[config.mk]
export PLATFORM = sky130hd
export DESIGN_NAME = ultrasonic_echo_ranger_flat
export DESIGN_NICKNAME = d
export VERILOG_FILES = /design/src/rtl/uer_pkg.sv /design/src/rtl/uer_if.sv /design/src/rtl/uer_fsm.sv /design/src/rtl/uer_dist.sv /design/src/rtl/ultrasonic_echo_ranger.sv /design/src/flat_wrapper.sv
export SDC_FILE = /design/constraint.sdc
export NUM_CORES = 1
export LEC_CHECK = 0
export BUFFER_PORTS_ARGS = -buffer_cell sky130_fd_sc_hd__clkbuf_2
export CAP_MARGIN = 20
export CELL_PAD_IN_SITES_DETAIL_PLACEMENT = 1
export CELL_PAD_IN_SITES_GLOBAL_PLACEMENT = 2
export CORE_UTILIZATION = 30
export DETAILED_ROUTE_END_ITERATION = 10
export PLACE_DENSITY = 0.68
export SETUP_SLACK_MARGIN = 0.02
export SYNTH_ARGS = -nofsm -noshare
export SYNTH_HDL_FRONTEND = slang
export SYNTH_HIERARCHICAL = 1
export SYNTH_SLANG_ARGS = --single-unit
[constraint.sdc]
create_clock -name i_clk -period 5.8 [get_ports i_clk]
set_input_delay 1.16 -clock i_clk [delete_from_list [all_inputs] [get_ports i_clk]]
set_output_delay 1.16 -clock i_clk [all_outputs]
set_load 0.05 [all_outputs]
[src/rtl/uer_pkg.sv]
// ----------------------------------------------------------------------------
// uer_pkg
// Shared types, register map and reset values for the ultrasonic echo ranger.
// ----------------------------------------------------------------------------
`default_nettype none

package uer_pkg;

    // Default width of the tick counter
    localparam int TIMER_BITS_DEF = 18;

    // APB port geometry
    localparam int APB_AW = 5;
    localparam int APB_DW = 32;

    // Register indexes (byte address = 4 * index)
    localparam logic [2:0] REG_TRIGGER_TICKS   = 3'd0;
    localparam logic [2:0] REG_TIMEOUT_TICKS   = 3'd1;
    localparam logic [2:0] REG_MAX_VALID_TICKS = 3'd2;
    localparam logic [2:0] REG_PAUSE_TICKS     = 3'd3;
    localparam logic [2:0] REG_DISTANCE_SCALE  = 3'd4;
    localparam logic [2:0] REG_RUN_ENABLE      = 3'd5;

    // Register reset values
    localparam logic [7:0]  RST_TRIGGER_TICKS   = 8'd15;
    localparam logic [15:0] RST_TIMEOUT_TICKS   = 16'd40000;
    localparam logic [15:0] RST_MAX_VALID_TICKS = 16'd38000;
    localparam logic [17:0] RST_PAUSE_TICKS     = 18'd200000;
    localparam logic [17:0] RST_DISTANCE_SCALE  = 18'd112412;
    localparam logic        RST_RUN_ENABLE      = 1'b1;

    // Saturation limit of the 16-bit result fields
    localparam logic [15:0] SAT16 = 16'hFFFF;

    // Measurement phase
    typedef enum logic [1:0] {
        PH_PAUSE,
        PH_TRIG,
        PH_RISE,
        PH_MEAS
    } t_phase;

    // Reported outcome codes
    typedef enum logic [1:0] {
        OC_VALID,
        OC_START_TO,
        OC_END_TO,
        OC_RANGE
    } t_outcome;

    // Configuration register set
    typedef struct packed {
        logic [7:0]  trigger_ticks;
        logic [15:0] timeout_ticks;
        logic [15:0] max_valid_ticks;
        logic [17:0] pause_ticks;
        logic [17:0] distance_scale;
        logic        run_enable;
    } t_cfg;

    // Input word: one tick
    typedef struct packed {
        logic echo_level;
    } t_echo_item;

    // Output word
    typedef struct packed {
        logic        trigger_level;
        logic        report_valid;
        logic [1:0]  outcome;
        logic [15:0] pulse_ticks;
        logic [15:0] distance_centi_cm;
    } t_result_item;

    // Phase controller result, before the distance stage
    typedef struct packed {
        logic        trigger_level;
        logic        report_valid;
        t_outcome    outcome;
        logic [15:0] pulse_ticks;
    } t_meas;

endpackage

`default_nettype wire

[src/rtl/uer_if.sv]
// ----------------------------------------------------------------------------
// uer_if
// Valid/ready stream interfaces for the tick input and the result output.
// ----------------------------------------------------------------------------
`default_nettype none

interface uer_echo_if;
    import uer_pkg::*;
    logic       valid;
    logic       ready;
    t_echo_item data;

    modport source (output valid, output data, input ready);
    modport sink   (input valid, input data, output ready);
endinterface

interface uer_result_if;
    import uer_pkg::*;
    logic         valid;
    logic         ready;
    t_result_item data;

    modport source (output valid, output data, input ready);
    modport sink   (input valid, input data, output ready);
endinterface

`default_nettype wire

[src/rtl/uer_fsm.sv]
// ----------------------------------------------------------------------------
// uer_fsm
// Phase controller: pause, trigger, wait for echo rise, time the echo pulse.
// State moves one step for every accepted tick.
// ----------------------------------------------------------------------------
`default_nettype none

module uer_fsm
    import uer_pkg::*;
#(
    parameter int TIMER_BITS = TIMER_BITS_DEF
) (
    input  wire logic  i_clk,
    input  wire logic  i_rst_n,
    input  wire logic  i_advance,
    input  wire logic  i_echo_level,
    input  wire t_cfg  i_cfg,
    output t_meas      o_meas
);

    localparam int CMP_W = (TIMER_BITS > 18) ? TIMER_BITS : 18;
    localparam logic [TIMER_BITS-1:0] CNT_MAX = '1;

    t_phase                r_phase, n_phase;
    logic [TIMER_BITS-1:0] r_cnt, n_cnt;

    logic [TIMER_BITS-1:0] cnt_inc;
    logic [CMP_W-1:0]      cnt_ext;
    logic                  at_max;
    logic                  trig_done;
    logic                  pause_done;
    logic                  timed_out;
    logic                  width_ok;
    logic [15:0]           pulse_sat;

    // Saturating increment and the compares against it
    assign cnt_inc    = (r_cnt == CNT_MAX) ? r_cnt : r_cnt + 1'b1;
    assign cnt_ext    = CMP_W'(cnt_inc);
    assign at_max     = (cnt_inc == CNT_MAX);
    assign trig_done  = (cnt_ext >= CMP_W'(i_cfg.trigger_ticks)) || at_max;
    assign pause_done = (cnt_ext >= CMP_W'(i_cfg.pause_ticks)) || at_max;
    assign timed_out  = (cnt_ext > CMP_W'(i_cfg.timeout_ticks)) || at_max;
    assign width_ok   = (cnt_inc != '0) && (cnt_ext < CMP_W'(i_cfg.max_valid_ticks));
    assign pulse_sat  = (cnt_ext > CMP_W'(SAT16)) ? SAT16 : cnt_inc[15:0];

    // Next state and result of this tick
    always_comb begin
        n_phase = r_phase;
        n_cnt   = r_cnt;
        o_meas  = '{trigger_level: 1'b0, report_valid: 1'b0,
                    outcome: OC_VALID, pulse_ticks: 16'd0};
        if (!i_cfg.run_enable) begin
            n_phase = PH_PAUSE;
            n_cnt   = '0;
        end else begin
            case (r_phase)
                PH_TRIG: begin
                    o_meas.trigger_level = 1'b1;
                    n_cnt = cnt_inc;
                    if (trig_done) begin
                        n_phase = PH_RISE;
                        n_cnt   = '0;
                    end
                end
                PH_RISE: begin
                    if (i_echo_level) begin
                        n_phase = PH_MEAS;
                        n_cnt   = '0;
                    end else begin
                        n_cnt = cnt_inc;
                        if (timed_out) begin
                            o_meas.report_valid = 1'b1;
                            o_meas.outcome      = OC_START_TO;
                            n_phase = PH_PAUSE;
                            n_cnt   = '0;
                        end
                    end
                end
                PH_MEAS: begin
                    n_cnt = cnt_inc;
                    if (!i_echo_level) begin
                        // falling edge closes the pulse
                        o_meas.report_valid = 1'b1;
                        o_meas.pulse_ticks  = pulse_sat;
                        o_meas.outcome      = width_ok ? OC_VALID : OC_RANGE;
                        n_phase = PH_PAUSE;
                        n_cnt   = '0;
                    end else if (timed_out) begin
                        o_meas.report_valid = 1'b1;
                        o_meas.outcome      = OC_END_TO;
                        o_meas.pulse_ticks  = pulse_sat;
                        n_phase = PH_PAUSE;
                        n_cnt   = '0;
                    end
                end
                default: begin
                    // pause between measurements
                    n_cnt = cnt_inc;
                    if (pause_done) begin
                        n_phase = PH_TRIG;
                        n_cnt   = '0;
                    end
                end
            endcase
        end
    end

    // Phase and counter registers
    always_ff @(posedge i_clk) begin
        if (!i_rst_n) begin
            r_phase <= PH_PAUSE;
            r_cnt   <= '0;
        end else if (i_advance) begin
            r_phase <= n_phase;
            r_cnt   <= n_cnt;
        end
    end

endmodule

`default_nettype wire

[src/rtl/uer_dist.sv]
// ----------------------------------------------------------------------------
// uer_dist
// Distance conversion: pulse width times Q16 reciprocal, saturated to 16 bits.
// ----------------------------------------------------------------------------
`default_nettype none

module uer_dist
    import uer_pkg::*;
(
    input  wire t_meas        i_meas,
    input  wire logic [17:0]  i_scale,
    output t_result_item      o_result
);

    logic [33:0] product;
    logic [17:0] scaled;
    logic [15:0] dist_sat;
    logic        is_valid;

    // 16 x 18 multiply, keep the integer part
    assign product  = 34'(i_meas.pulse_ticks) * 34'(i_scale);
    assign scaled   = product[33:16];
    assign dist_sat = (scaled > 18'(SAT16)) ? SAT16 : scaled[15:0];
    assign is_valid = i_meas.report_valid && (i_meas.outcome == OC_VALID);

    always_comb begin
        o_result.trigger_level     = i_meas.trigger_level;
        o_result.report_valid      = i_meas.report_valid;
        o_result.outcome           = i_meas.outcome;
        o_result.pulse_ticks       = i_meas.pulse_ticks;
        o_result.distance_centi_cm = is_valid ? dist_sat : 16'd0;
    end

endmodule

`default_nettype wire

[src/rtl/ultrasonic_echo_ranger.sv]
// Pipeline: an accepted tick's phase controller result is captured in the stage 1
//   register, then passes the distance multiply into the output register.
// Throughput: one tick per cycle while the result output is not stalled.
// Reset: synchronous, active low; registers return to their defaults, phase to
//   pause with the tick counter at zero, and both pipeline stages empty.
// ----------------------------------------------------------------------------
// ultrasonic_echo_ranger
// Ultrasonic range controller: trigger pulse, echo timing, outcome and distance
// per tick, with an APB register port.
// ----------------------------------------------------------------------------
`default_nettype none

module ultrasonic_echo_ranger
    import uer_pkg::*;
#(
    parameter int TIMER_BITS = TIMER_BITS_DEF
) (
    input  wire logic              i_clk,
    input  wire logic              i_rst_n,
    uer_echo_if.sink               i_echo,
    uer_result_if.source           o_result,
    input  wire logic              psel,
    input  wire logic              penable,
    input  wire logic              pwrite,
    input  wire logic [APB_AW-1:0] paddr,
    input  wire logic [APB_DW-1:0] pwdata,
    output logic [APB_DW-1:0]      prdata,
    output logic                   pready
);

    t_cfg         r_cfg;
    logic [2:0]   reg_idx;
    logic         cfg_wr;

    t_meas        fsm_meas;
    t_meas        r_s1;
    logic         r_s1_vld;
    t_result_item dist_word;
    t_result_item r_out;
    logic         r_out_vld;

    logic         out_free;
    logic         s1_adv;
    logic         in_acc;

    // APB register port
    assign pready  = 1'b1;
    assign reg_idx = paddr[4:2];
    assign cfg_wr  = psel && penable && pwrite && pready;

    always_ff @(posedge i_clk) begin
        if (!i_rst_n) begin
            r_cfg.trigger_ticks   <= RST_TRIGGER_TICKS;
            r_cfg.timeout_ticks   <= RST_TIMEOUT_TICKS;
            r_cfg.max_valid_ticks <= RST_MAX_VALID_TICKS;
            r_cfg.pause_ticks     <= RST_PAUSE_TICKS;
            r_cfg.distance_scale  <= RST_DISTANCE_SCALE;
            r_cfg.run_enable      <= RST_RUN_ENABLE;
        end else if (cfg_wr) begin
            case (reg_idx)
                REG_TRIGGER_TICKS:   r_cfg.trigger_ticks   <= pwdata[7:0];
                REG_TIMEOUT_TICKS:   r_cfg.timeout_ticks   <= pwdata[15:0];
                REG_MAX_VALID_TICKS: r_cfg.max_valid_ticks <= pwdata[15:0];
                REG_PAUSE_TICKS:     r_cfg.pause_ticks     <= pwdata[17:0];
                REG_DISTANCE_SCALE:  r_cfg.distance_scale  <= pwdata[17:0];
                REG_RUN_ENABLE:      r_cfg.run_enable      <= pwdata[0];
                default: ;
            endcase
        end
    end

    // Register readback
    always_comb begin
        case (reg_idx)
            REG_TRIGGER_TICKS:   prdata = APB_DW'(r_cfg.trigger_ticks);
            REG_TIMEOUT_TICKS:   prdata = APB_DW'(r_cfg.timeout_ticks);
            REG_MAX_VALID_TICKS: prdata = APB_DW'(r_cfg.max_valid_ticks);
            REG_PAUSE_TICKS:     prdata = APB_DW'(r_cfg.pause_ticks);
            REG_DISTANCE_SCALE:  prdata = APB_DW'(r_cfg.distance_scale);
            REG_RUN_ENABLE:      prdata = APB_DW'(r_cfg.run_enable);
            default:             prdata = '0;
        endcase
    end

    // Pipeline flow: output register, then stage 1
    assign out_free     = !r_out_vld || o_result.ready;
    assign s1_adv       = r_s1_vld && out_free;
    assign i_echo.ready = !r_s1_vld || out_free;
    assign in_acc       = i_echo.valid && i_echo.ready;

    // Phase controller, stepped once per accepted tick
    uer_fsm #(
        .TIMER_BITS (TIMER_BITS)
    ) u_fsm (
        .i_clk        (i_clk),
        .i_rst_n      (i_rst_n),
        .i_advance    (in_acc),
        .i_echo_level (i_echo.data.echo_level),
        .i_cfg        (r_cfg),
        .o_meas       (fsm_meas)
    );

    // Stage 1 register
    always_ff @(posedge i_clk) begin
        if (!i_rst_n) begin
            r_s1_vld <= 1'b0;
        end else if (in_acc) begin
            r_s1_vld <= 1'b1;
        end else if (s1_adv) begin
            r_s1_vld <= 1'b0;
        end
    end

    always_ff @(posedge i_clk) begin
        if (in_acc) begin
            r_s1 <= fsm_meas;
        end
    end

    // Distance stage into the output register
    uer_dist u_dist (
        .i_meas   (r_s1),
        .i_scale  (r_cfg.distance_scale),
        .o_result (dist_word)
    );

    always_ff @(posedge i_clk) begin
        if (!i_rst_n) begin
            r_out_vld <= 1'b0;
        end else if (s1_adv) begin
            r_out_vld <= 1'b1;
        end else if (o_result.ready) begin
            r_out_vld <= 1'b0;
        end
    end

    always_ff @(posedge i_clk) begin
        if (s1_adv) begin
            r_out <= dist_word;
        end
    end

    assign o_result.valid = r_out_vld;
    assign o_result.data  = r_out;

endmodule

`default_nettype wire

[src/flat_wrapper.sv]
// flat-port wrapper written by rule: the top's interface ports become plain ports
module ultrasonic_echo_ranger_flat import uer_pkg::*;
#(
    parameter int TIMER_BITS = TIMER_BITS_DEF
)
  (i_clk, i_rst_n, psel, penable, pwrite, paddr, pwdata, prdata, pready, i_echo_valid, i_echo_data, i_echo_ready, o_result_valid, o_result_data, o_result_ready);
  uer_echo_if i_echo_i ();
  uer_result_if o_result_i ();
  input  wire logic i_clk;
  input  wire logic i_rst_n;
  input  wire logic psel;
  input  wire logic penable;
  input  wire logic pwrite;
  input  wire logic [APB_AW-1:0] paddr;
  input  wire logic [APB_DW-1:0] pwdata;
  output logic [APB_DW-1:0] prdata;
  output logic pready;
  input wire logic [$bits(i_echo_i.valid)-1:0] i_echo_valid;
  input wire logic [$bits(i_echo_i.data)-1:0] i_echo_data;
  output wire logic [$bits(i_echo_i.ready)-1:0] i_echo_ready;
  output wire logic [$bits(o_result_i.valid)-1:0] o_result_valid;
  output wire logic [$bits(o_result_i.data)-1:0] o_result_data;
  input wire logic [$bits(o_result_i.ready)-1:0] o_result_ready;
  assign i_echo_i.valid = i_echo_valid;
  assign i_echo_i.data = i_echo_data;
  assign i_echo_ready = i_echo_i.ready;
  assign o_result_valid = o_result_i.valid;
  assign o_result_data = o_result_i.data;
  assign o_result_i.ready = o_result_ready;
  ultrasonic_echo_ranger #(.TIMER_BITS(TIMER_BITS)) u_core (.i_clk(i_clk), .i_rst_n(i_rst_n), .i_echo(i_echo_i), .o_result(o_result_i), .psel(psel), .penable(penable), .pwrite(pwrite), .paddr(paddr), .pwdata(pwdata), .prdata(prdata), .pready(pready));
endmodule
---- Word level (Yosys, flattened, before mapping) ----
Cells that the tools add are included.
word-level totals
  register bits ........................... 155
  output and inout port bits .............. 71
  logic and storage cells ................. 94
operators by class
  add/sub/neg operators ................... 1
  $mul .................................... 1
  order comparisons ....................... 6
  eq/ne operators ......................... 12
  mux-type cells .......................... 29
  reductions and logical operators ........ 26
operator list
  operator                                              number
  two-way mux 18 bit                                    7
  one-hot mux 18 bit (6 select lines)                   1
  one-hot mux 18 bit (3 select lines)                   1
  two-way mux 19 bit                                    2
  == test 18 bit, second input constant                 2
  > comparator 18 x 16 -> 1 bit, second input constant  2
  multiplier 16 x 18 -> 34 bit                          1
  two-way mux 16 bit                                    2
  adder 18 x 1 -> 18 bit, second input constant         1
  greater-or-equal comparator 18 bit                    1
  greater-or-equal comparator 18 x 8 -> 1 bit           1
  > comparator 18 x 16 -> 1 bit                         1
  less-than comparator 18 x 16 -> 1 bit                 1
  nonzero test 18 bit                                   1
  two-way mux 2 bit                                     7
  AND reduction 2 bit                                   7
  == test 3 x 2 -> 1 bit, second input constant         2
  == test 3 bit, second input constant                  2
  logical AND 1 bit                                     6
  two-way mux 3 bit                                     2
  one-hot mux 2 bit (3 select lines)                    1
  one-hot mux 3 bit (2 select lines)                    1
  logical OR 1 bit                                      5
  two-way mux 1 bit                                     5
  other kinds (10)                                      13

---- Depth between registers and ports, before layout ----
Gate-level depths: netlist (run 1).
  depth in word-level cells ............... 8
  depth in mapped cells ................... 26
  depth with buffers taken out ............ 23

---- By module ----
The synthesis (run 1) kept the hierarchy.
modules (own cells, without submodules)
  module                  instances  cells an instance  area each (um^2)
  uer_dist                1          1104               9510.4
  ultrasonic_echo_ranger  1          472                5541.6
  uer_fsm                 1          505                3779.9

---- Worst setup path after synthesis (run 1) ----
Ideal clock, no wire load.
  path kind ............................... register to register
  from .................................... register u_core/r_s1[9] (netlist bit)
  to ...................................... register u_core.r_out (netlist bit u_core/o_result.data[10]), data pin
  arrival ................................. 6.060 ns
  data required time ...................... 5.531 ns
  slack ................................... -0.528 ns
  cell stages (with the launch flop) ...... 26
  cells stage by stage .................... edfxtp_1 -> clkbuf_1 -> clkbuf_1 -> nand2_1 -> fa_1 -> inv_1 -> fa_1 -> inv_1 -> fa_1 -> inv_1 -> fa_1 -> fa_1 -> inv_1 -> fa_1 -> inv_1 -> ha_1 -> a21oi_1 -> o21ai_1 -> o31ai_1 -> a31oi_4 -> a31oi_4 -> o31ai_4 -> xnor2_1 -> o21ai_4 -> buf_6 -> o21ai_1
between the ends
  cells in the longest elaborated chain, start to end .. 3
RTL lines
  element                         RTL line                       RTL
  from (decl)                     ultrasonic_echo_ranger.sv:36   t_meas r_s1;
  from (signal assigned)          ultrasonic_echo_ranger.sv:116  r_s1 <= fsm_meas;
  multiplier 16 x 18 -> 34 bit *  uer_dist.sv:21                 assign product = 34'(i_meas.pulse_ticks) * 34'(i_scale);
  > comparator 18 x 16 -> 1 bit   uer_dist.sv:23                 assign dist_sat = (scaled > 18'(SAT16)) ? SAT16 : scaled[15:0];
  two-way mux 16 bit *            uer_dist.sv:23
  to (signal assigned)            ultrasonic_echo_ranger.sv:139  r_out <= dist_word;
  to (decl)                       ultrasonic_echo_ranger.sv:39   t_result_item r_out;
Mark *: on every way between the ends. The rest lies on a longest branch, timed or not.
A chain may end at the register's enable or synchronous reset.

---- Worst setup path in the final report (run 1) ----
  from .................................... register u_core/r_s1[5] (netlist bit)
  to ...................................... register u_core.r_out (netlist bit u_core/o_result.data[10]), data pin
Same word-level chain as after synthesis.

==> results of run 1 <==
cells in the final DEF, fill, tap and decap left out, types with 16 or more instances in the layout:
cell type and n:
o211ai_1 45, buf_4 158, inv_1 337, edfxtp_1 56, mux2i_1 74, nand2b_1 26
clkbuf_2 83, a21oi_1 48, nor2b_1 31, o21ai_0 48, fa_1 213, nor2_1 34
and2_1 126, a21o_1 16, ha_1 148, nand4_1 23, nand3_1 25, clkbuf_16 19
nand2_1 252, dfxtp_1 91
power groups by stage:
stage               registers (mW)  logic [mW]  clock network [mW]
floorplan                     1.30        2.57                   0
global placement              1.23        3.90                   0
detailed placement            1.23        3.97                   0
CTS                           1.20        4.10                1.19
global route                  1.21        4.84                1.22
finish                        1.20        4.37                1.15
cell families (layout without fill, tap and decap cells):
family	count (synthesis)	in the layout
buffers and inverters	493	642
and+or+nand+nor	611	611
xor gates and xnor gates	24	24
muxes	82	82
other	2	15
adders and majority gates	383	383
DFF	155	155
AOI/OAI and AO/OA	331	331
metal layers:
metal,vias to the layer above,track usage,share of wire
met1,7653,0.2432,0.45
li1,7042,-,-
met3,68,0.02606,0.025
met5,-,0,0
met2,222,0.3406,0.50
met4,0,0.06355,0.024
stage by stage:
stage                     hold slack [ns]    util  total power, mW  setup WS [ns]
after floorplan                    0.4443       -            3.869       0.001568
final                              0.4566  0.3563            6.719        -0.4939
after global placement             0.4379  0.3412            5.125        -0.6537
after detailed placement           0.4461  0.3412            5.200        -0.6935
after global routing               0.4784  0.3563            7.269        -0.6740
after CTS                          0.4626  0.3515            6.491        -0.5457
timing repair:
item	4_1_cts	5_1_grt
pin swaps	3	32
cloned	0	1
endpoints found under the setup margin	16	16
resized for setup	14	59
setup buffers	2	8
worst paths after layout:
path                                      start                        to  slack [ns]
worst max-delay path             u_core/r_s1[5]  u_core/o_result.data[10]       -0.49
worst min-delay path            u_core/r_s1[19]  u_core/o_result.data[35]        0.46
worst max register to register   u_core/r_s1[5]  u_core/o_result.data[10]       -0.49
worst min register to register  u_core/r_s1[19]  u_core/o_result.data[35]        0.46
registers in the layout (all words and copies together) (netlist names):
signal                 count
u_core/r_s1               20
u_core/u_fsm/r_cnt        18
u_core/r_s1_vld            1
u_core/o_result.valid      1
u_core/u_fsm/r_phase       2
u_core/r_cfg              77
u_core/o_result.data      36
cell type report:
cell class,count,share of cell area
multi-input cells,1446,0.6143
flip-flops and latches,155,0.1669
repair buffers,259,0.08587
inverters,351,0.05980
well taps,837,0.04754
clock buffers,21,0.02141
clock inverters,11,0.004259
==> impl_metrics.env, run 1 <==
export IMPL_outcome="finished, violations left"
export IMPL_violations="setup timing"
export IMPL_grt_max_degree=71
export IMPL_worstHoldPathCells=0
export IMPL_final_setup_tns_ns=-7.317
export IMPL_cts_max_level=4
export IMPL_r2r_cells=24
export IMPL_drt_pass1_iterations=4
export IMPL_dp_cells=3037
export IMPL_grt_pass1_wl_microns=94480
export IMPL_drc=0
export IMPL_gr_total_overflow=0
export IMPL_rows=91
export IMPL_synth_area_sq_um=18830
export IMPL_core_sq_um=61830
export IMPL_dp_hpwl_microns=49670
export IMPL_layout_setup_ws_ns=-0.4939
export IMPL_syn_inst=2081
export IMPL_drt_iter0_markers=601
export IMPL_regArea_sq_um=3676
export IMPL_viasPerCell=4.865
export IMPL_crit_chain="buf_6 > buf_6 > and2_4 > fa_1 > inv_2 > fa_2 > inv_2 > fa_1 > fa_1 > fa_1 > inv_1 > fa_1 > inv_2 > ha_4 > nand4_1 > nor2_1 > o31ai_1 > buf_4 > a21oi_4 > a31o_1 > nand2_2 > o21ai_4 > clkbuf_16 > o21ai_1"
export IMPL_grt_pass1_vias=16359
export IMPL_clock_skew_ns=0.01617
export IMPL_root_buffer="clkbuf_16"
export IMPL_min_period_ns=6.294
export IMPL_die_x_microns=252.5
export IMPL_clk_path_buf_depth=2
export IMPL_synthXorXnorAreaFrac=0.01156
export IMPL_crit_family="adder cells"
export IMPL_vdd_ir_drop_worst_mv=0.3295
export IMPL_clk_insertion_delay_late_ns=0.49
export IMPL_synth_top_flop_cell="dfxtp_1"
export IMPL_relSlewSlack=0.3560
export IMPL_cp_slowest_stage_delay_ns=0.55
export IMPL_synthAdderAreaFrac=0.3425
export IMPL_drive_gt1_frac=0.1962
export IMPL_synth_top_area_frac=0.2349
export IMPL_cts_buffers=17
export IMPL_synth_simple_area_share=0.1700
export IMPL_start_util=0.3046
export IMPL_crit_type="reg2reg"
export IMPL_finalNetCount=2657
export IMPL_yosys_cell_types_count=96
export IMPL_critPathBufInv=8
export IMPL_syn_avg_cell_area_sq_um=9.049
export IMPL_synthMuxAreaShare=0.04412
export IMPL_async_flop_share=0
export IMPL_synthToLayoutAreaGrowth_pct=16.99
export IMPL_hold_class="reg2reg"
export IMPL_synth_compound_area_frac=0.1242
export IMPL_placed_area_sq_um=21100
export IMPL_cp_slowest_cell="fa_1"
export IMPL_max_freq_ghz=0.1589
export IMPL_cp_arrival_ns=6.53
export IMPL_yosysSeqAreaShare=0.1945
export IMPL_switching_share=0.4389
export IMPL_synth_top_family_by_area="adder cells"
export IMPL_clkPwrFrac=0.171
export IMPL_grtUsageTotal=0.1938
export IMPL_ys_ff_latch=155
export IMPL_ys_top_cells_by_count="inv_1, nand2_1, fa_1"
export IMPL_die_area_sq_um=63780
export IMPL_num_fill_cells=7136
export IMPL_wl_per_cell_microns=19.51
export IMPL_combPwrFrac=0.650
export IMPL_p_switching_mw=2.949
export IMPL_layout_cells_non_filler=3080
export IMPL_multi_input_area_sq_um=13530
export IMPL_share_seq_of_total_power=0.179
export IMPL_synth_edff_count=56
export IMPL_antenna_found_initial=0
export IMPL_worst_pin_slew_ns=0.9660
export IMPL_drv_cap=0
export IMPL_power_density_nw_per_um2=305.0
export IMPL_num_antenna_cells=0
export IMPL_setup_violations=16
export IMPL_rsz0062_at_grt="yes"
export IMPL_cp_start_kind="register"
export IMPL_die_y_microns=252.5
export IMPL_crit_path_max_fanout=7
export IMPL_ant_nets=0
export IMPL_yosys_warnings=6
export IMPL_path_depth=24
export IMPL_num_vias=14985
export IMPL_port_buffers=84
export IMPL_hold_buffers=0
export IMPL_clkTransAtPathRegs_ns=0.08
export IMPL_synthMostInstantiatedCell="inv_1"
export IMPL_synth_top_cell_by_area="fa_1"
export IMPL_gp_congestion=0.8697
export IMPL_cp_common_cell="fa_1"
export IMPL_cts_sinks=155
export IMPL_slew_violations=0
export IMPL_design_area_sq_um=22030
export IMPL_end_kind="register"
export IMPL_cts_tree="done"
export IMPL_required_ns=6.03
export IMPL_finalHoldViolCount=0
export IMPL_synth_area_leaders="fa_1, ha_1, dfxtp_1"
export IMPL_routed_wl_microns=60080
export IMPL_p_int_mw=3.770
export IMPL_power_leakage_nw=10.26
export IMPL_timing_final_crit_share=1.085
export IMPL_io_pins=116
(Power assumes the default switching activity.)
==> run 2: changes to the inputs <==
--- a/config.mk
+++ b/config.mk
@@ -11,7 +11,7 @@
 export CELL_PAD_IN_SITES_GLOBAL_PLACEMENT = 2
 export CORE_UTILIZATION = 30
 export DETAILED_ROUTE_END_ITERATION = 10
-export PLACE_DENSITY = 0.68
+export PLACE_DENSITY = 0.66
 export SETUP_SLACK_MARGIN = 0.02
 export SYNTH_ARGS = -nofsm -noshare
 export SYNTH_HDL_FRONTEND = slang
==> constraint.sdc (replaced) <==
create_clock -name i_clk -period 7 [get_ports i_clk]
set_input_delay 1.4 -clock i_clk [delete_from_list [all_inputs] [get_ports i_clk]]
set_output_delay 1.4 -clock i_clk [all_outputs]
set_load 0.05 [all_outputs]
==> run 2 against run 1 <==
The run now ends clean. Global-route usage fell by 0.11 points. Clock skew rose by 0.0043 ns. Sequential power fell by 17%. Hold slack got worse by 0.026 ns. Clock-buffer cell count fell by 4. Clock power fell by 19%. First-iteration DRC count fell by 8.5%. Via count fell by 3.4%. Critical endpoint is now u_core/o_result.data[3]. Largest power group unchanged. Sequential share of layout area rose by 1.1 points. Cell area fell by 6.2%. Die area did not move.
==> impl_metrics.env, run 2 (same netlist as run 1, synthesis figures left out) <==
export IMPL_outcome="finished clean"
export IMPL_finalNetCount=2550
export IMPL_final_common_cell="inv_1"
export IMPL_worst_pin_slew_ns=1.075
export IMPL_core_sq_um=61830
export IMPL_start_util=0.3046
export IMPL_grt_pass1_wl_microns=93440
export IMPL_cp_slowest_cell="edfxtp_1"
export IMPL_drc=0
export IMPL_rsz0062_at_grt="no"
export IMPL_io_pins=116
export IMPL_synthToLayoutAreaGrowth_pct=9.754
export IMPL_root_buffer="clkbuf_16"
export IMPL_viasPerCell=4.867
export IMPL_vdd_ir_drop_worst_mv=0.1669
export IMPL_power_leakage_nw=9.642
export IMPL_cts_max_level=4
export IMPL_port_buffers=84
export IMPL_antenna_found_initial=0
export IMPL_min_period_ns=6.615
export IMPL_hold_end="u_core/o_result.data[35]"
export IMPL_r2r_cells=22
export IMPL_power_density_nw_per_um2=214.0
export IMPL_final_setup_tns_ns=0
export IMPL_setup_violations=0
export IMPL_cts_tree="done"
export IMPL_detailedPlace_worstSlack_ns=0.1441
export IMPL_relSlewSlack=0.2809
export IMPL_clk_insertion_delay_late_ns=0.49
export IMPL_max_freq_ghz=0.1512
export IMPL_wl_per_cell_microns=20.01
export IMPL_clk_path_buf_depth=2
export IMPL_required_ns=7.23
export IMPL_cp_common_cell="fa_1"
export IMPL_finalHoldViolCount=0
export IMPL_grt_util_met3=0.02070
export IMPL_clock_skew_ns=0.02047
export IMPL_cp_slowest_stage_delay_ns=0.62
export IMPL_drt_pass1_iterations=5
export IMPL_dp_hpwl_microns=48110
export IMPL_grt_pass1_vias=15948
export IMPL_gr_total_overflow=0
export IMPL_drive_gt1_frac=0.1180
export IMPL_cp_arrival_ns=6.84
export IMPL_die_area_sq_um=63780
export IMPL_die_y_microns=252.5
export IMPL_timing_final_crit_share=0.9450
export IMPL_worstHoldPathCells=0
export IMPL_largest_reg_flops=77
export IMPL_grtUsageMet1=0.2452
export IMPL_drt_iter0_markers=550
export IMPL_crit_type="reg2reg"
export IMPL_grtUsageTotal=0.1927
export IMPL_num_antenna_cells=0
export IMPL_slew_violations=0
export IMPL_crit_chain="and2_1 > fa_1 > inv_1 > fa_1 > fa_1 > inv_1 > fa_1 > fa_1 > inv_1 > fa_1 > inv_1 > ha_1 > o21ai_0 > a211oi_1 > o21ai_1 > a31oi_4 > a31oi_4 > o31ai_4 > xnor2_1 > o21ai_4 > buf_12 > o21ai_1"
export IMPL_utilization=0.3343
export IMPL_num_vias=14470
export IMPL_hold_start="u_core/r_s1[19]"
export IMPL_die_x_microns=252.5
export IMPL_reg2reg_to="u_core/o_result.data[3]"
export IMPL_routed_wl_microns=59490
export IMPL_cts_sinks=155
export IMPL_crit_path_max_fanout=15
export IMPL_cp_start_kind="register"
export IMPL_final_cell_mix="inv_1, nand2_1, fa_1"
export IMPL_ff2ff_setup_slack_ns=0.39
export IMPL_rows=91
export IMPL_end_kind="register"
export IMPL_regMostFlops="u_core/r_cfg"
export IMPL_drv_cap=0
export IMPL_use_met2=0.3413
export IMPL_hold_class="reg2reg"
export IMPL_gp_congestion=0.8343
export IMPL_clkTransAtPathRegs_ns=0.07
export IMPL_reg2reg_from="u_core/r_s1[4]"
export IMPL_grt_busiest_layer="met2"
export IMPL_ant_nets=0
export IMPL_grt_max_degree=72
export IMPL_layout_setup_ws_ns=0.3850
export IMPL_cts_buffers=17
[run 2: worst max-delay path by stage]
stage                     startpoint                        to  cells past startpoint
finish                u_core/r_s1[4]   u_core/o_result.data[3]                     22
global route          u_core/r_s1[9]   u_core/o_result.data[0]                     22
CTS                 u_core/r_cfg[10]   u_core/o_result.data[4]                     21
detailed placement  u_core/r_cfg[10]   u_core/o_result.data[8]                     21
global placement    u_core/r_cfg[10]   u_core/o_result.data[3]                     21
floorplan             u_core/r_s1[9]  u_core/o_result.data[10]                     25
[run 2: critical path, delay by kind of cell (launching register included)]
family,cells,cell delay [ns]
buf+inv,5,0.37
xor+xnor,1,0.15
fa+ha+maj,7,3.42
compound gates,8,1.54
flops,1,0.62
simple gates,1,0.28
[run 2: report_power, final]
group / total [mW] / switching (mW) / internal [mW]
Clock: 0.926 / 0.460 / 0.466
Combinational: 2.49 / 1.55 / 0.947
Sequential: 1.00 / 0.0277 / 0.975
Total: 4.42 / 2.03 / 2.39
[run 2: per-layer routing]
layer	vias to the layer above	share of wire
li1	6840	-
met1	7392	0.45
met2	185	0.50
met3	53	0.023
met4	0	0.020
met5	-	0
[run 2: repair_timing]
item	4_1_cts	5_1_grt
gates resized for setup	0	7
setup endpoints to repair	0	16
hold buffers	0	0
endpoints found under the hold margin	0	0
buffers inserted	0	0
[run 2: cell type report]
class / count / area [sq um]
inverter: 351 / 1318
clock buffer: 17 / 425.4
clock inverter: 15 / 135.1
multi-input combinational: 1446 / 13110
tap: 837 / 1047
fill: 7173 / 41160
sequential: 155 / 3671
timing repair buffer: 152 / 958.4
[run 2: metrics by stage]
stage / power (mW) / cell area (sq um) / std cells / hold WS [ns]
finish: 4.422 / 20670 / 2973 / 0.4303
global route: 4.856 / 20670 / 2973 / 0.4422
CTS: 4.518 / 20660 / 2973 / 0.4331
detailed placement: 3.557 / 20100 / 2941 / 0.4187
global placement: 3.528 / 20100 / 2941 / 0.4183
floorplan: 2.945 / 18880 / 2094 / 0.4443
